[config.mk]
export PLATFORM = sky130hd
export DESIGN_NAME = token_bucket_rate_limiter_core_flat
export DESIGN_NICKNAME = d
export VERILOG_FILES = /design/src/tbrl_pkg.sv /design/src/tbrl_ifs.sv /design/src/token_bucket_rate_limiter_core.sv /design/src/flat_wrapper.sv
export SDC_FILE = /design/constraint.sdc
export NUM_CORES = 2
export LEC_CHECK = 0
export ABC_AREA = 0
export BUFFER_PORTS_ARGS = -buffer_cell sky130_fd_sc_hd__buf_4
export CAP_MARGIN = 5
export CORE_MARGIN = 3
export CORE_UTILIZATION = 53
export DETAILED_ROUTE_END_ITERATION = 8
export PLACE_DENSITY_LB_ADDON = 0.08
export SLEW_MARGIN = 25
export SYNTH_ARGS = -nofsm -noshare
export SYNTH_HDL_FRONTEND = slang
export SYNTH_SLANG_ARGS = --single-unit
[constraint.sdc]
create_clock -name clock -period 10.27 [get_ports clock]
set_clock_uncertainty 0.15 [all_clocks]
set_input_delay 2.054 -clock clock [delete_from_list [all_inputs] [get_ports clock]]
set_output_delay 2.054 -clock clock [all_outputs]
set_load 0.1 [all_outputs]
[src/tbrl_pkg.sv]
// Token bucket rate limiter: shared field widths, codes and word formats.
// No dependencies; compiled first.
`default_nettype none

package tbrl_pkg;

   localparam int FUNC_W    = 3;
   localparam int NOW_W     = 48;
   localparam int AMT_W     = 32;
   localparam int LEVEL_W   = 40;
   localparam int WSEC_W    = 40;
   localparam int WUSEC_W   = 20;
   localparam int CFG_W     = 32;
   localparam int CSR_IDX_W = 8;
   localparam int PROD_W    = 2 * CFG_W;
   localparam int MUL_STEPS = CFG_W;
   localparam int DIV_STEPS = PROD_W;
   localparam int STEP_W    = $clog2(DIV_STEPS);

   localparam logic [FUNC_W-1:0] FN_DRAIN    = 3'd0;
   localparam logic [FUNC_W-1:0] FN_FORCE    = 3'd1;
   localparam logic [FUNC_W-1:0] FN_TO_LEVEL = 3'd2;
   localparam logic [FUNC_W-1:0] FN_TO_FULL  = 3'd3;
   localparam logic [FUNC_W-1:0] FN_EMPTY    = 3'd4;

   localparam logic [CSR_IDX_W-1:0] REG_DEPTH = 8'd0;
   localparam logic [CSR_IDX_W-1:0] REG_RATE  = 8'd1;

   localparam logic [CFG_W-1:0] DEPTH_RESET  = 32'd1048576;
   localparam logic [CFG_W-1:0] RATE_RESET   = 32'd1000000;
   localparam logic [CFG_W-1:0] USEC_PER_SEC = 32'd1000000;

   typedef struct packed {
      logic [FUNC_W-1:0] func;
      logic [NOW_W-1:0]  now_us;
      logic [AMT_W-1:0]  amount;
   } req_word_type;

   typedef struct packed {
      logic                      enough;
      logic signed [LEVEL_W-1:0] level;
      logic [WSEC_W-1:0]         wait_sec;
      logic [WUSEC_W-1:0]        wait_usec;
   } rsp_word_type;

   typedef struct packed {
      logic [CSR_IDX_W-1:0] reg_idx;
      logic [CFG_W-1:0]     data;
   } csr_word_type;

endpackage

`default_nettype wire

[src/tbrl_ifs.sv]
// Token bucket rate limiter: valid/ready channel interfaces.
// Depends on tbrl_pkg for the word formats.
`default_nettype none

interface tbrl_req_if;
   import tbrl_pkg::*;
   logic         valid;
   logic         ready;
   req_word_type word;
   modport source (output valid, output word, input ready);
   modport sink   (input valid, input word, output ready);
endinterface

interface tbrl_rsp_if;
   import tbrl_pkg::*;
   logic         valid;
   logic         ready;
   rsp_word_type word;
   modport source (output valid, output word, input ready);
   modport sink   (input valid, input word, output ready);
endinterface

interface tbrl_csr_if;
   import tbrl_pkg::*;
   logic         valid;
   logic         ready;
   csr_word_type word;
   modport source (output valid, output word, input ready);
   modport sink   (input valid, input word, output ready);
endinterface

`default_nettype wire

[src/token_bucket_rate_limiter_core.sv]
// Token bucket rate limiter top level: refill, drain and wait-time queries
// on a bit-serial shift-add multiplier and restoring divider.
// Depends on tbrl_pkg and the channel interfaces in tbrl_ifs.
//
//   channel  dir  word
//   req_if   in   func, now_us, amount
//   rsp_if   out  enough, level, wait_sec, wait_usec
//   csr_if   in   reg_idx, data (always ready)
//
// One item at a time. Refill: a multiply, then a divide. Wait queries
// add a divide, a multiply and another divide after the refill.
// Empty, the reserved codes and any word on a full bucket skip the
// refill; drains and forces run no wait-time divides.
// Synchronous reset: bucket full, last time zero, registers at defaults.
// A held result blocks only the final write-back; the next word is taken
// once the result register is loaded.
`default_nettype none

module token_bucket_rate_limiter_core #(
   parameter int TOKEN_BITS = 40,
   parameter int TIME_BITS  = 48
) (
   input  logic        clock,
   input  logic        reset,
   tbrl_req_if.sink    req_if,
   tbrl_rsp_if.source  rsp_if,
   tbrl_csr_if.sink    csr_if
);
   import tbrl_pkg::*;

   typedef enum logic [8:0] {
      S_IDLE   = 9'b000000001,
      S_SETUP  = 9'b000000010,
      S_MUL    = 9'b000000100,
      S_DIV    = 9'b000001000,
      S_REFILL = 9'b000010000,
      S_EXEC   = 9'b000100000,
      S_QSEC   = 9'b001000000,
      S_QUSEC  = 9'b010000000,
      S_OUT    = 9'b100000000
   } state_type;

   typedef enum logic [1:0] {
      PASS_REFILL = 2'd0,
      PASS_NEED   = 2'd1,
      PASS_USEC   = 2'd2
   } pass_type;

   localparam logic signed [TOKEN_BITS-1:0] TOKEN_LOW = {1'b1, {(TOKEN_BITS-1){1'b0}}};

   state_type                     state_ff, state_in;
   pass_type                      pass_ff, pass_in;
   logic [CFG_W-1:0]              depth_ff, depth_in;
   logic [CFG_W-1:0]              rate_ff, rate_in;
   logic signed [TOKEN_BITS-1:0]  count_ff, count_in;
   logic [TIME_BITS-1:0]          last_ff, last_in;
   logic                          rsp_valid_ff, rsp_valid_in;
   rsp_word_type                  rsp_word_ff, rsp_word_in;

   logic [FUNC_W-1:0]             func_ff, func_in;
   logic [TIME_BITS-1:0]          now_ff, now_in;
   logic [AMT_W-1:0]              amount_ff, amount_in;
   logic [TOKEN_BITS:0]           room_ff, room_in;
   logic [PROD_W-1:0]             shift_ff, shift_in;
   logic [CFG_W-1:0]              mcand_ff, mcand_in;
   logic [CFG_W-1:0]              rem_ff, rem_in;
   logic [STEP_W-1:0]             step_ff, step_in;
   logic                          enough_ff, enough_in;
   logic [WSEC_W-1:0]             wsec_ff, wsec_in;
   logic [WUSEC_W-1:0]            wusec_ff, wusec_in;

   logic [TIME_BITS-1:0]          now_ext, now_clamped;
   logic [CFG_W-1:0]              elapsed;
   logic signed [TOKEN_BITS:0]    room_calc;
   logic [CFG_W:0]                mul_sum;
   logic [CFG_W:0]                div_trial;
   logic [CFG_W+1:0]              div_diff;
   logic                          div_fit;
   logic                          add_gt_room;
   logic signed [TOKEN_BITS-1:0]  count_plus;
   logic signed [TOKEN_BITS:0]    drain_diff;
   logic                          drain_ok, drain_under;
   logic signed [TOKEN_BITS:0]    target, need_diff;
   logic                          need_pos;
   logic                          q_over;

   assign now_ext     = TIME_BITS'(req_if.word.now_us);
   assign now_clamped = (now_ext < last_ff) ? last_ff : now_ext;
   assign elapsed     = now_ff[CFG_W-1:0] - last_ff[CFG_W-1:0];
   assign room_calc   = signed'({{(TOKEN_BITS+1-CFG_W){1'b0}}, depth_ff})
                        - (TOKEN_BITS+1)'(count_ff);

   assign mul_sum   = {1'b0, shift_ff[PROD_W-1:CFG_W]}
                      + (shift_ff[0] ? {1'b0, mcand_ff} : {(CFG_W+1){1'b0}});
   assign div_trial = {rem_ff, shift_ff[PROD_W-1]};
   assign div_diff  = {1'b0, div_trial} - {2'b00, mcand_ff};
   assign div_fit   = !div_diff[CFG_W+1];

   assign add_gt_room = {1'b0, shift_ff} > (PROD_W+1)'(room_ff);
   assign count_plus  = count_ff + signed'(TOKEN_BITS'(shift_ff));

   assign drain_diff  = (TOKEN_BITS+1)'(count_ff) - signed'((TOKEN_BITS+1)'(amount_ff));
   assign drain_ok    = !drain_diff[TOKEN_BITS];
   assign drain_under = drain_diff[TOKEN_BITS] != drain_diff[TOKEN_BITS-1];

   assign target    = signed'((TOKEN_BITS+1)'((func_ff == FN_TO_LEVEL) ? amount_ff
                                                                       : depth_ff));
   assign need_diff = target - (TOKEN_BITS+1)'(count_ff);
   assign need_pos  = !need_diff[TOKEN_BITS] && (|need_diff);
   assign q_over    = |shift_ff[PROD_W-1:WSEC_W];

   assign req_if.ready = (state_ff == S_IDLE);
   assign rsp_if.valid = rsp_valid_ff;
   assign rsp_if.word  = rsp_word_ff;
   assign csr_if.ready = 1'b1;

   always_comb begin
      state_in     = state_ff;
      pass_in      = pass_ff;
      depth_in     = depth_ff;
      rate_in      = rate_ff;
      count_in     = count_ff;
      last_in      = last_ff;
      rsp_valid_in = rsp_valid_ff;
      rsp_word_in  = rsp_word_ff;
      func_in      = func_ff;
      now_in       = now_ff;
      amount_in    = amount_ff;
      room_in      = room_ff;
      shift_in     = shift_ff;
      mcand_in     = mcand_ff;
      rem_in       = rem_ff;
      step_in      = step_ff;
      enough_in    = enough_ff;
      wsec_in      = wsec_ff;
      wusec_in     = wusec_ff;

      if (rsp_valid_ff && rsp_if.ready) begin
         rsp_valid_in = 1'b0;
      end

      unique case (state_ff)
         S_IDLE: begin
            if (req_if.valid) begin
               func_in   = req_if.word.func;
               now_in    = now_clamped;
               amount_in = req_if.word.amount;
               enough_in = 1'b0;
               wsec_in   = '0;
               wusec_in  = '0;
               state_in  = S_SETUP;
            end
         end
         S_SETUP: begin
            room_in = unsigned'(room_calc);
            if (func_ff <= FN_TO_FULL) begin
               if (room_calc == '0) begin
                  last_in  = now_ff;
                  state_in = S_EXEC;
               end else begin
                  shift_in = {{(PROD_W-CFG_W){1'b0}}, elapsed};
                  mcand_in = rate_ff;
                  step_in  = '0;
                  pass_in  = PASS_REFILL;
                  state_in = S_MUL;
               end
            end else begin
               state_in = S_EXEC;
            end
         end
         S_MUL: begin
            shift_in = {mul_sum, shift_ff[CFG_W-1:1]};
            step_in  = step_ff + 1'b1;
            if (step_ff == STEP_W'(MUL_STEPS - 1)) begin
               step_in  = '0;
               rem_in   = '0;
               mcand_in = (pass_ff == PASS_REFILL) ? USEC_PER_SEC : rate_ff;
               state_in = S_DIV;
            end
         end
         S_DIV: begin
            rem_in   = div_fit ? div_diff[CFG_W-1:0] : div_trial[CFG_W-1:0];
            shift_in = {shift_ff[PROD_W-2:0], div_fit};
            step_in  = step_ff + 1'b1;
            if (step_ff == STEP_W'(DIV_STEPS - 1)) begin
               step_in = '0;
               unique case (pass_ff)
                  PASS_REFILL: state_in = S_REFILL;
                  PASS_NEED:   state_in = S_QSEC;
                  PASS_USEC:   state_in = S_QUSEC;
                  default:     state_in = S_IDLE;
               endcase
            end
         end
         S_REFILL: begin
            if (|shift_ff) begin
               count_in = add_gt_room ? signed'(TOKEN_BITS'(depth_ff)) : count_plus;
               last_in  = now_ff;
            end
            state_in = S_EXEC;
         end
         S_EXEC: begin
            state_in = S_OUT;
            unique case (func_ff)
               FN_DRAIN, FN_FORCE: begin
                  enough_in = drain_ok;
                  if (drain_ok) begin
                     count_in = drain_diff[TOKEN_BITS-1:0];
                  end else if (func_ff == FN_FORCE) begin
                     count_in = drain_under ? TOKEN_LOW : drain_diff[TOKEN_BITS-1:0];
                  end
               end
               FN_TO_LEVEL, FN_TO_FULL: begin
                  if (need_pos) begin
                     if (rate_ff == '0) begin
                        wsec_in = '1;
                     end else begin
                        shift_in = PROD_W'(unsigned'(need_diff));
                        rem_in   = '0;
                        mcand_in = rate_ff;
                        step_in  = '0;
                        pass_in  = PASS_NEED;
                        state_in = S_DIV;
                     end
                  end
               end
               FN_EMPTY: begin
                  count_in = '0;
                  last_in  = now_ff;
               end
               default: begin
               end
            endcase
         end
         S_QSEC: begin
            wsec_in  = q_over ? {WSEC_W{1'b1}} : shift_ff[WSEC_W-1:0];
            mcand_in = rem_ff;
            shift_in = PROD_W'(USEC_PER_SEC);
            step_in  = '0;
            pass_in  = PASS_USEC;
            state_in = S_MUL;
         end
         S_QUSEC: begin
            wusec_in = shift_ff[WUSEC_W-1:0];
            state_in = S_OUT;
         end
         S_OUT: begin
            if (!rsp_valid_ff || rsp_if.ready) begin
               rsp_word_in.enough    = enough_ff;
               rsp_word_in.level     = LEVEL_W'(count_ff);
               rsp_word_in.wait_sec  = wsec_ff;
               rsp_word_in.wait_usec = wusec_ff;
               rsp_valid_in          = 1'b1;
               state_in              = S_IDLE;
            end
         end
         default: state_in = S_IDLE;
      endcase

      if (csr_if.valid) begin
         unique case (csr_if.word.reg_idx)
            REG_DEPTH: begin
               depth_in = csr_if.word.data;
               count_in = signed'(TOKEN_BITS'(csr_if.word.data));
            end
            REG_RATE: rate_in = csr_if.word.data;
            default: begin
            end
         endcase
      end
   end

   always_ff @(posedge clock) begin
      if (reset) begin
         state_ff     <= S_IDLE;
         pass_ff      <= PASS_REFILL;
         depth_ff     <= DEPTH_RESET;
         rate_ff      <= RATE_RESET;
         count_ff     <= signed'(TOKEN_BITS'(DEPTH_RESET));
         last_ff      <= '0;
         rsp_valid_ff <= 1'b0;
      end else begin
         state_ff     <= state_in;
         pass_ff      <= pass_in;
         depth_ff     <= depth_in;
         rate_ff      <= rate_in;
         count_ff     <= count_in;
         last_ff      <= last_in;
         rsp_valid_ff <= rsp_valid_in;
      end
   end

   always_ff @(posedge clock) begin
      rsp_word_ff <= rsp_word_in;
      func_ff     <= func_in;
      now_ff      <= now_in;
      amount_ff   <= amount_in;
      room_ff     <= room_in;
      shift_ff    <= shift_in;
      mcand_ff    <= mcand_in;
      rem_ff      <= rem_in;
      step_ff     <= step_in;
      enough_ff   <= enough_in;
      wsec_ff     <= wsec_in;
      wusec_ff    <= wusec_in;
   end

`ifndef NO_ASSERTIONS
   a_count_le_depth: assert property (@(posedge clock) disable iff (reset)
      count_ff <= $signed({1'b0, depth_ff}))
      else $error("token count above bucket depth");

   a_div_rem_bound: assert property (@(posedge clock) disable iff (reset)
      (state_ff == S_DIV) |-> (rem_ff < mcand_ff))
      else $error("divider remainder not below divisor");

   a_time_monotonic: assert property (@(posedge clock) disable iff (reset)
      !$past(reset) |-> (last_ff >= $past(last_ff)))
      else $error("last update time moved backward");
`endif

endmodule

`default_nettype wire

[src/flat_wrapper.sv]
// flat-port wrapper written by rule: the top's interface ports become plain ports
module token_bucket_rate_limiter_core_flat import tbrl_pkg::*;
#(
   parameter int TOKEN_BITS = 40,
   parameter int TIME_BITS  = 48
)
  (clock, reset, req_if_valid, req_if_word, req_if_ready, rsp_if_valid, rsp_if_word, rsp_if_ready, csr_if_valid, csr_if_word, csr_if_ready);
  tbrl_req_if req_if_i ();
  tbrl_rsp_if rsp_if_i ();
  tbrl_csr_if csr_if_i ();
  input  logic clock;
  input  logic reset;
  input wire logic [$bits(req_if_i.valid)-1:0] req_if_valid;
  input wire logic [$bits(req_if_i.word)-1:0] req_if_word;
  output wire logic [$bits(req_if_i.ready)-1:0] req_if_ready;
  output wire logic [$bits(rsp_if_i.valid)-1:0] rsp_if_valid;
  output wire logic [$bits(rsp_if_i.word)-1:0] rsp_if_word;
  input wire logic [$bits(rsp_if_i.ready)-1:0] rsp_if_ready;
  input wire logic [$bits(csr_if_i.valid)-1:0] csr_if_valid;
  input wire logic [$bits(csr_if_i.word)-1:0] csr_if_word;
  output wire logic [$bits(csr_if_i.ready)-1:0] csr_if_ready;
  assign req_if_i.valid = req_if_valid;
  assign req_if_i.word = req_if_word;
  assign req_if_ready = req_if_i.ready;
  assign rsp_if_valid = rsp_if_i.valid;
  assign rsp_if_word = rsp_if_i.word;
  assign rsp_if_i.ready = rsp_if_ready;
  assign csr_if_i.valid = csr_if_valid;
  assign csr_if_i.word = csr_if_word;
  assign csr_if_ready = csr_if_i.ready;
  token_bucket_rate_limiter_core #(.TOKEN_BITS(TOKEN_BITS), .TIME_BITS(TIME_BITS)) u_core (.clock(clock), .reset(reset), .req_if(req_if_i), .rsp_if(rsp_if_i), .csr_if(csr_if_i));
endmodule
==> results.md <==
- Comb pwr share: 0.173
- DRT Pass-1 Iters: 6
- DRC violation count after routing: 0
- H-tree Lvls: 3
- Number of global-route vias before repair: 31,700
- Synth Area in Compound Gates: 0.196
- Clock Latency Late Sink: 630 ps
- Drt wl/cell: 25.0 µm
- Post-synth top cells: edfxtp_1, nand2_1, nor2_1, ha_1, a21oi_1
- Routability Congestion: 0.985
- Via/cell ratio: 6.30
- Area share of fa/ha/maj cells after synthesis: 0.106
- Kind of critical path: reg2reg
- Max-Cap Viols: 0
- Clk pwr share: 0.388
- Fin nets: 4,762
- Clock root buffer: clkbuf_16
- DP Worst Slack: 3680 ps
- Filler instances: 6,271
- Global-route wire length before repair: 197,000 µm
- Hold Fails Final Rpt: 0
- Placed Cells: 5,187
- Layout Utilization: 0.609
- WP data required: 10,350 ps
- Peak supply drop: 142 µV
- Cell area after layout: 44,000 µm²
- Main synth FF type: edfxtp_1
- Slew @ Worst Pin: 1090 ps
- Yosys warns: 0
- Post-synthesis xor/xnor area fraction: 0.0443
- Area Growth Syn to Fin: 12.8%
- Die ar.: 76,800 µm²
- CTS buffer count: 68
- Total Power: 6.23 mW
- Via Count: 33,500
- Syn_area_per_cell: 9.45 µm²
- Sw frac: 0.286
- Final Max Slew Viols: 0
- Largest family of logic cells by synthesized area: compound AO/OA/AOI/OAI gates
- Fmax: 0.146 GHz
- Synth unique cells: 92
- Synth Area in Simple Gates: 0.151
- Post-synth top area cell: edfxtp_1
- Final setup fails: 0
- Seq/Total Area, Yosys: 0.408
- Worst min path class: reg2reg
- Slew headroom: 0.276
- CTS Sinks: 584
- Core footprint: 72,200 µm²
- Leak: 18.5 nW
- Net Sw Power: 1.78 mW
- Critical path arrival: 6930 ps
- EDFF count, synth: 420
- Clk slew on worst S/H paths: 70 ps
- Status: finished clean
- RSZ-0062 raised after global routing: no
- Gate Count Post-Synth: 4,123
- Finished Layout Cells: 5,315
- Post-CTS sizing: 0
- Yosys reg bits: 584
- Nature of the critical path startpoint: flop
- Initial antenna violation count: 2
- Fin Hold WS: 266 ps
- Pwr Density: 142 nW/µm²
- Num ports: 232
- Hpwl dp: 101,000 µm
- Sequential share of power: 0.439
- Gr ovfl total: 0
- Top area cells in the synthesized netlist: edfxtp_1, ha_1, dfxtp_1
- Post-synthesis cell area: 39,000 µm²
- CTS Hold Bufs: 0
- Largest net degree at the start of global routing: 85
- Cell Area, Placed: 41,700 µm²
- Setup WS post-layout: 3410 ps
- Gr usage total: 0.335
- CTS tree: yes
- Post-CTS setup repair buffer count: 0
- Maximum fanout along the worst path: 61
- Post-synth top area share: 0.324
- Iteration-0 DRC Markers: 3,605
- FP Rows: 98
- Most numerous cell in the Yosys netlist: edfxtp_1
- Initial core utilization: 0.540
- Die height: 277 µm
- WL final: 133,000 µm
- Int Power: 4.45 mW
- Synth Net Count: 4,578
- ANT nets after route: 0
- Multiplexer share of the synthesized area: 0.0506
- Die Width: 277 µm
- Proportion of layout cells with a drive suffix above 1: 0.123
- Setup tns final: 0 ps
- Port Buf Inserts: 230
- Tcrit/Tclk final: 0.668
- Ys async rst share: 0
- Final min period: 6860 ps
- Element type at the critical path end: flop
- Max Root-Sink Buffers: 3
power by group through the flow:
stage / clock network (mW) / registers (mW) / logic [mW]
floorplan: 0 / 2.75 / 0.731
global placement: 0 / 2.78 / 1.05
detailed placement: 0 / 2.78 / 1.05
CTS: 2.45 / 2.73 / 1.06
global route: 2.55 / 2.74 / 1.17
finish: 2.42 / 2.73 / 1.07
placed cells by master, fill, tap and decap left out, drive strengths merged, types with 44 or more instances in the layout:
cell type,n
a21o,150
a21oi,318
buf,287
clkbuf,89
dfxtp,164
edfxtp,420
ha,320
inv,270
mux2,81
mux2i,106
nand2,417
nand3,66
nand4,52
nor2,354
nor2b,44
nor3,81
o21ai,187
xnor2,124
xor2,73
area by class of cell:
cell class              instances  area [µm²]  share of cell area
clock buffers                  89        1890              0.0431
repair buffers                287        2150              0.0490
inverters                     267        1010              0.0229
flip-flops and latches        584       15900               0.362
diodes                          2        5.00            0.000114
well taps                     950        1190              0.0270
multi-input cells            3099       21500               0.489
clock inverters                37         325             0.00740
worst max-delay path: stages (launching register included):
cell	delay, ps
edfxtp_1	520
nor3b_2	230
buf_4	340
nor2_1	70
a21oi_1	120
ha_1	180
inv_1	60
fa_1	420
a211oi_1	400
o211ai_1	250
a21o_1	330
a21o_1	210
a31oi_1	480
xnor2_1	180
a2111oi_0	470
nand4_1	210
nor4_1	800
o31ai_1	240
nand2_1	190
a21oi_4	90
buf_4	380
cell families (layout without fill, tap and decap cells):
kind of cell,after synthesis,count (layout)
AND/OR/NAND/NOR,1255,1255
AO/OA/AOI/OAI,1132,1132
flip-flops,584,584
buffers and inverters,440,680
adder cells (fa/ha/maj),327,327
XOR/XNOR,197,197
multiplexers,187,187
other,1,3
per-layer routing:
metal  vias up  track usage  wire length, µm
met5         -            0               16
met4         2        0.172             7570
met3       342       0.0673            12100
met2      1592        0.522            59200
met1     15900        0.442            53800
li1      15600            -                -
registers in the layout (all words and copies together) (netlist names), 20 cells and up:
| register | flops |
|---|---|
| u_core.wusec_ff | 20 |
| u_core.mcand_ff | 32 |
| u_core.shift_ff | 64 |
| u_core.last_ff | 48 |
| u_core.amount_ff | 32 |
| u_core.wsec_ff | 40 |
| u_core.depth_ff | 32 |
| u_core.rate_ff | 32 |
| u_core.now_ff | 48 |
| u_core.rsp_if.word | 101 |
| u_core.count_ff | 40 |
| u_core.room_ff | 41 |
| u_core.rem_ff | 32 |
path summary, 6_finish.rpt:
kind / depth (start not counted) / slack [ps] / from / to
worst min-delay path: 0 / 270 / u_core.wsec_ff[23] / u_core.rsp_if.word[43]
worst min register to register: 0 / 270 / u_core.wsec_ff[23] / u_core.rsp_if.word[43]
worst max register to register: 20 / 3410 / u_core.func_ff[2] / u_core.shift_ff[29]
worst max-delay path: 20 / 3410 / u_core.func_ff[2] / u_core.shift_ff[29]
Power figures use the tool's default switching activity.
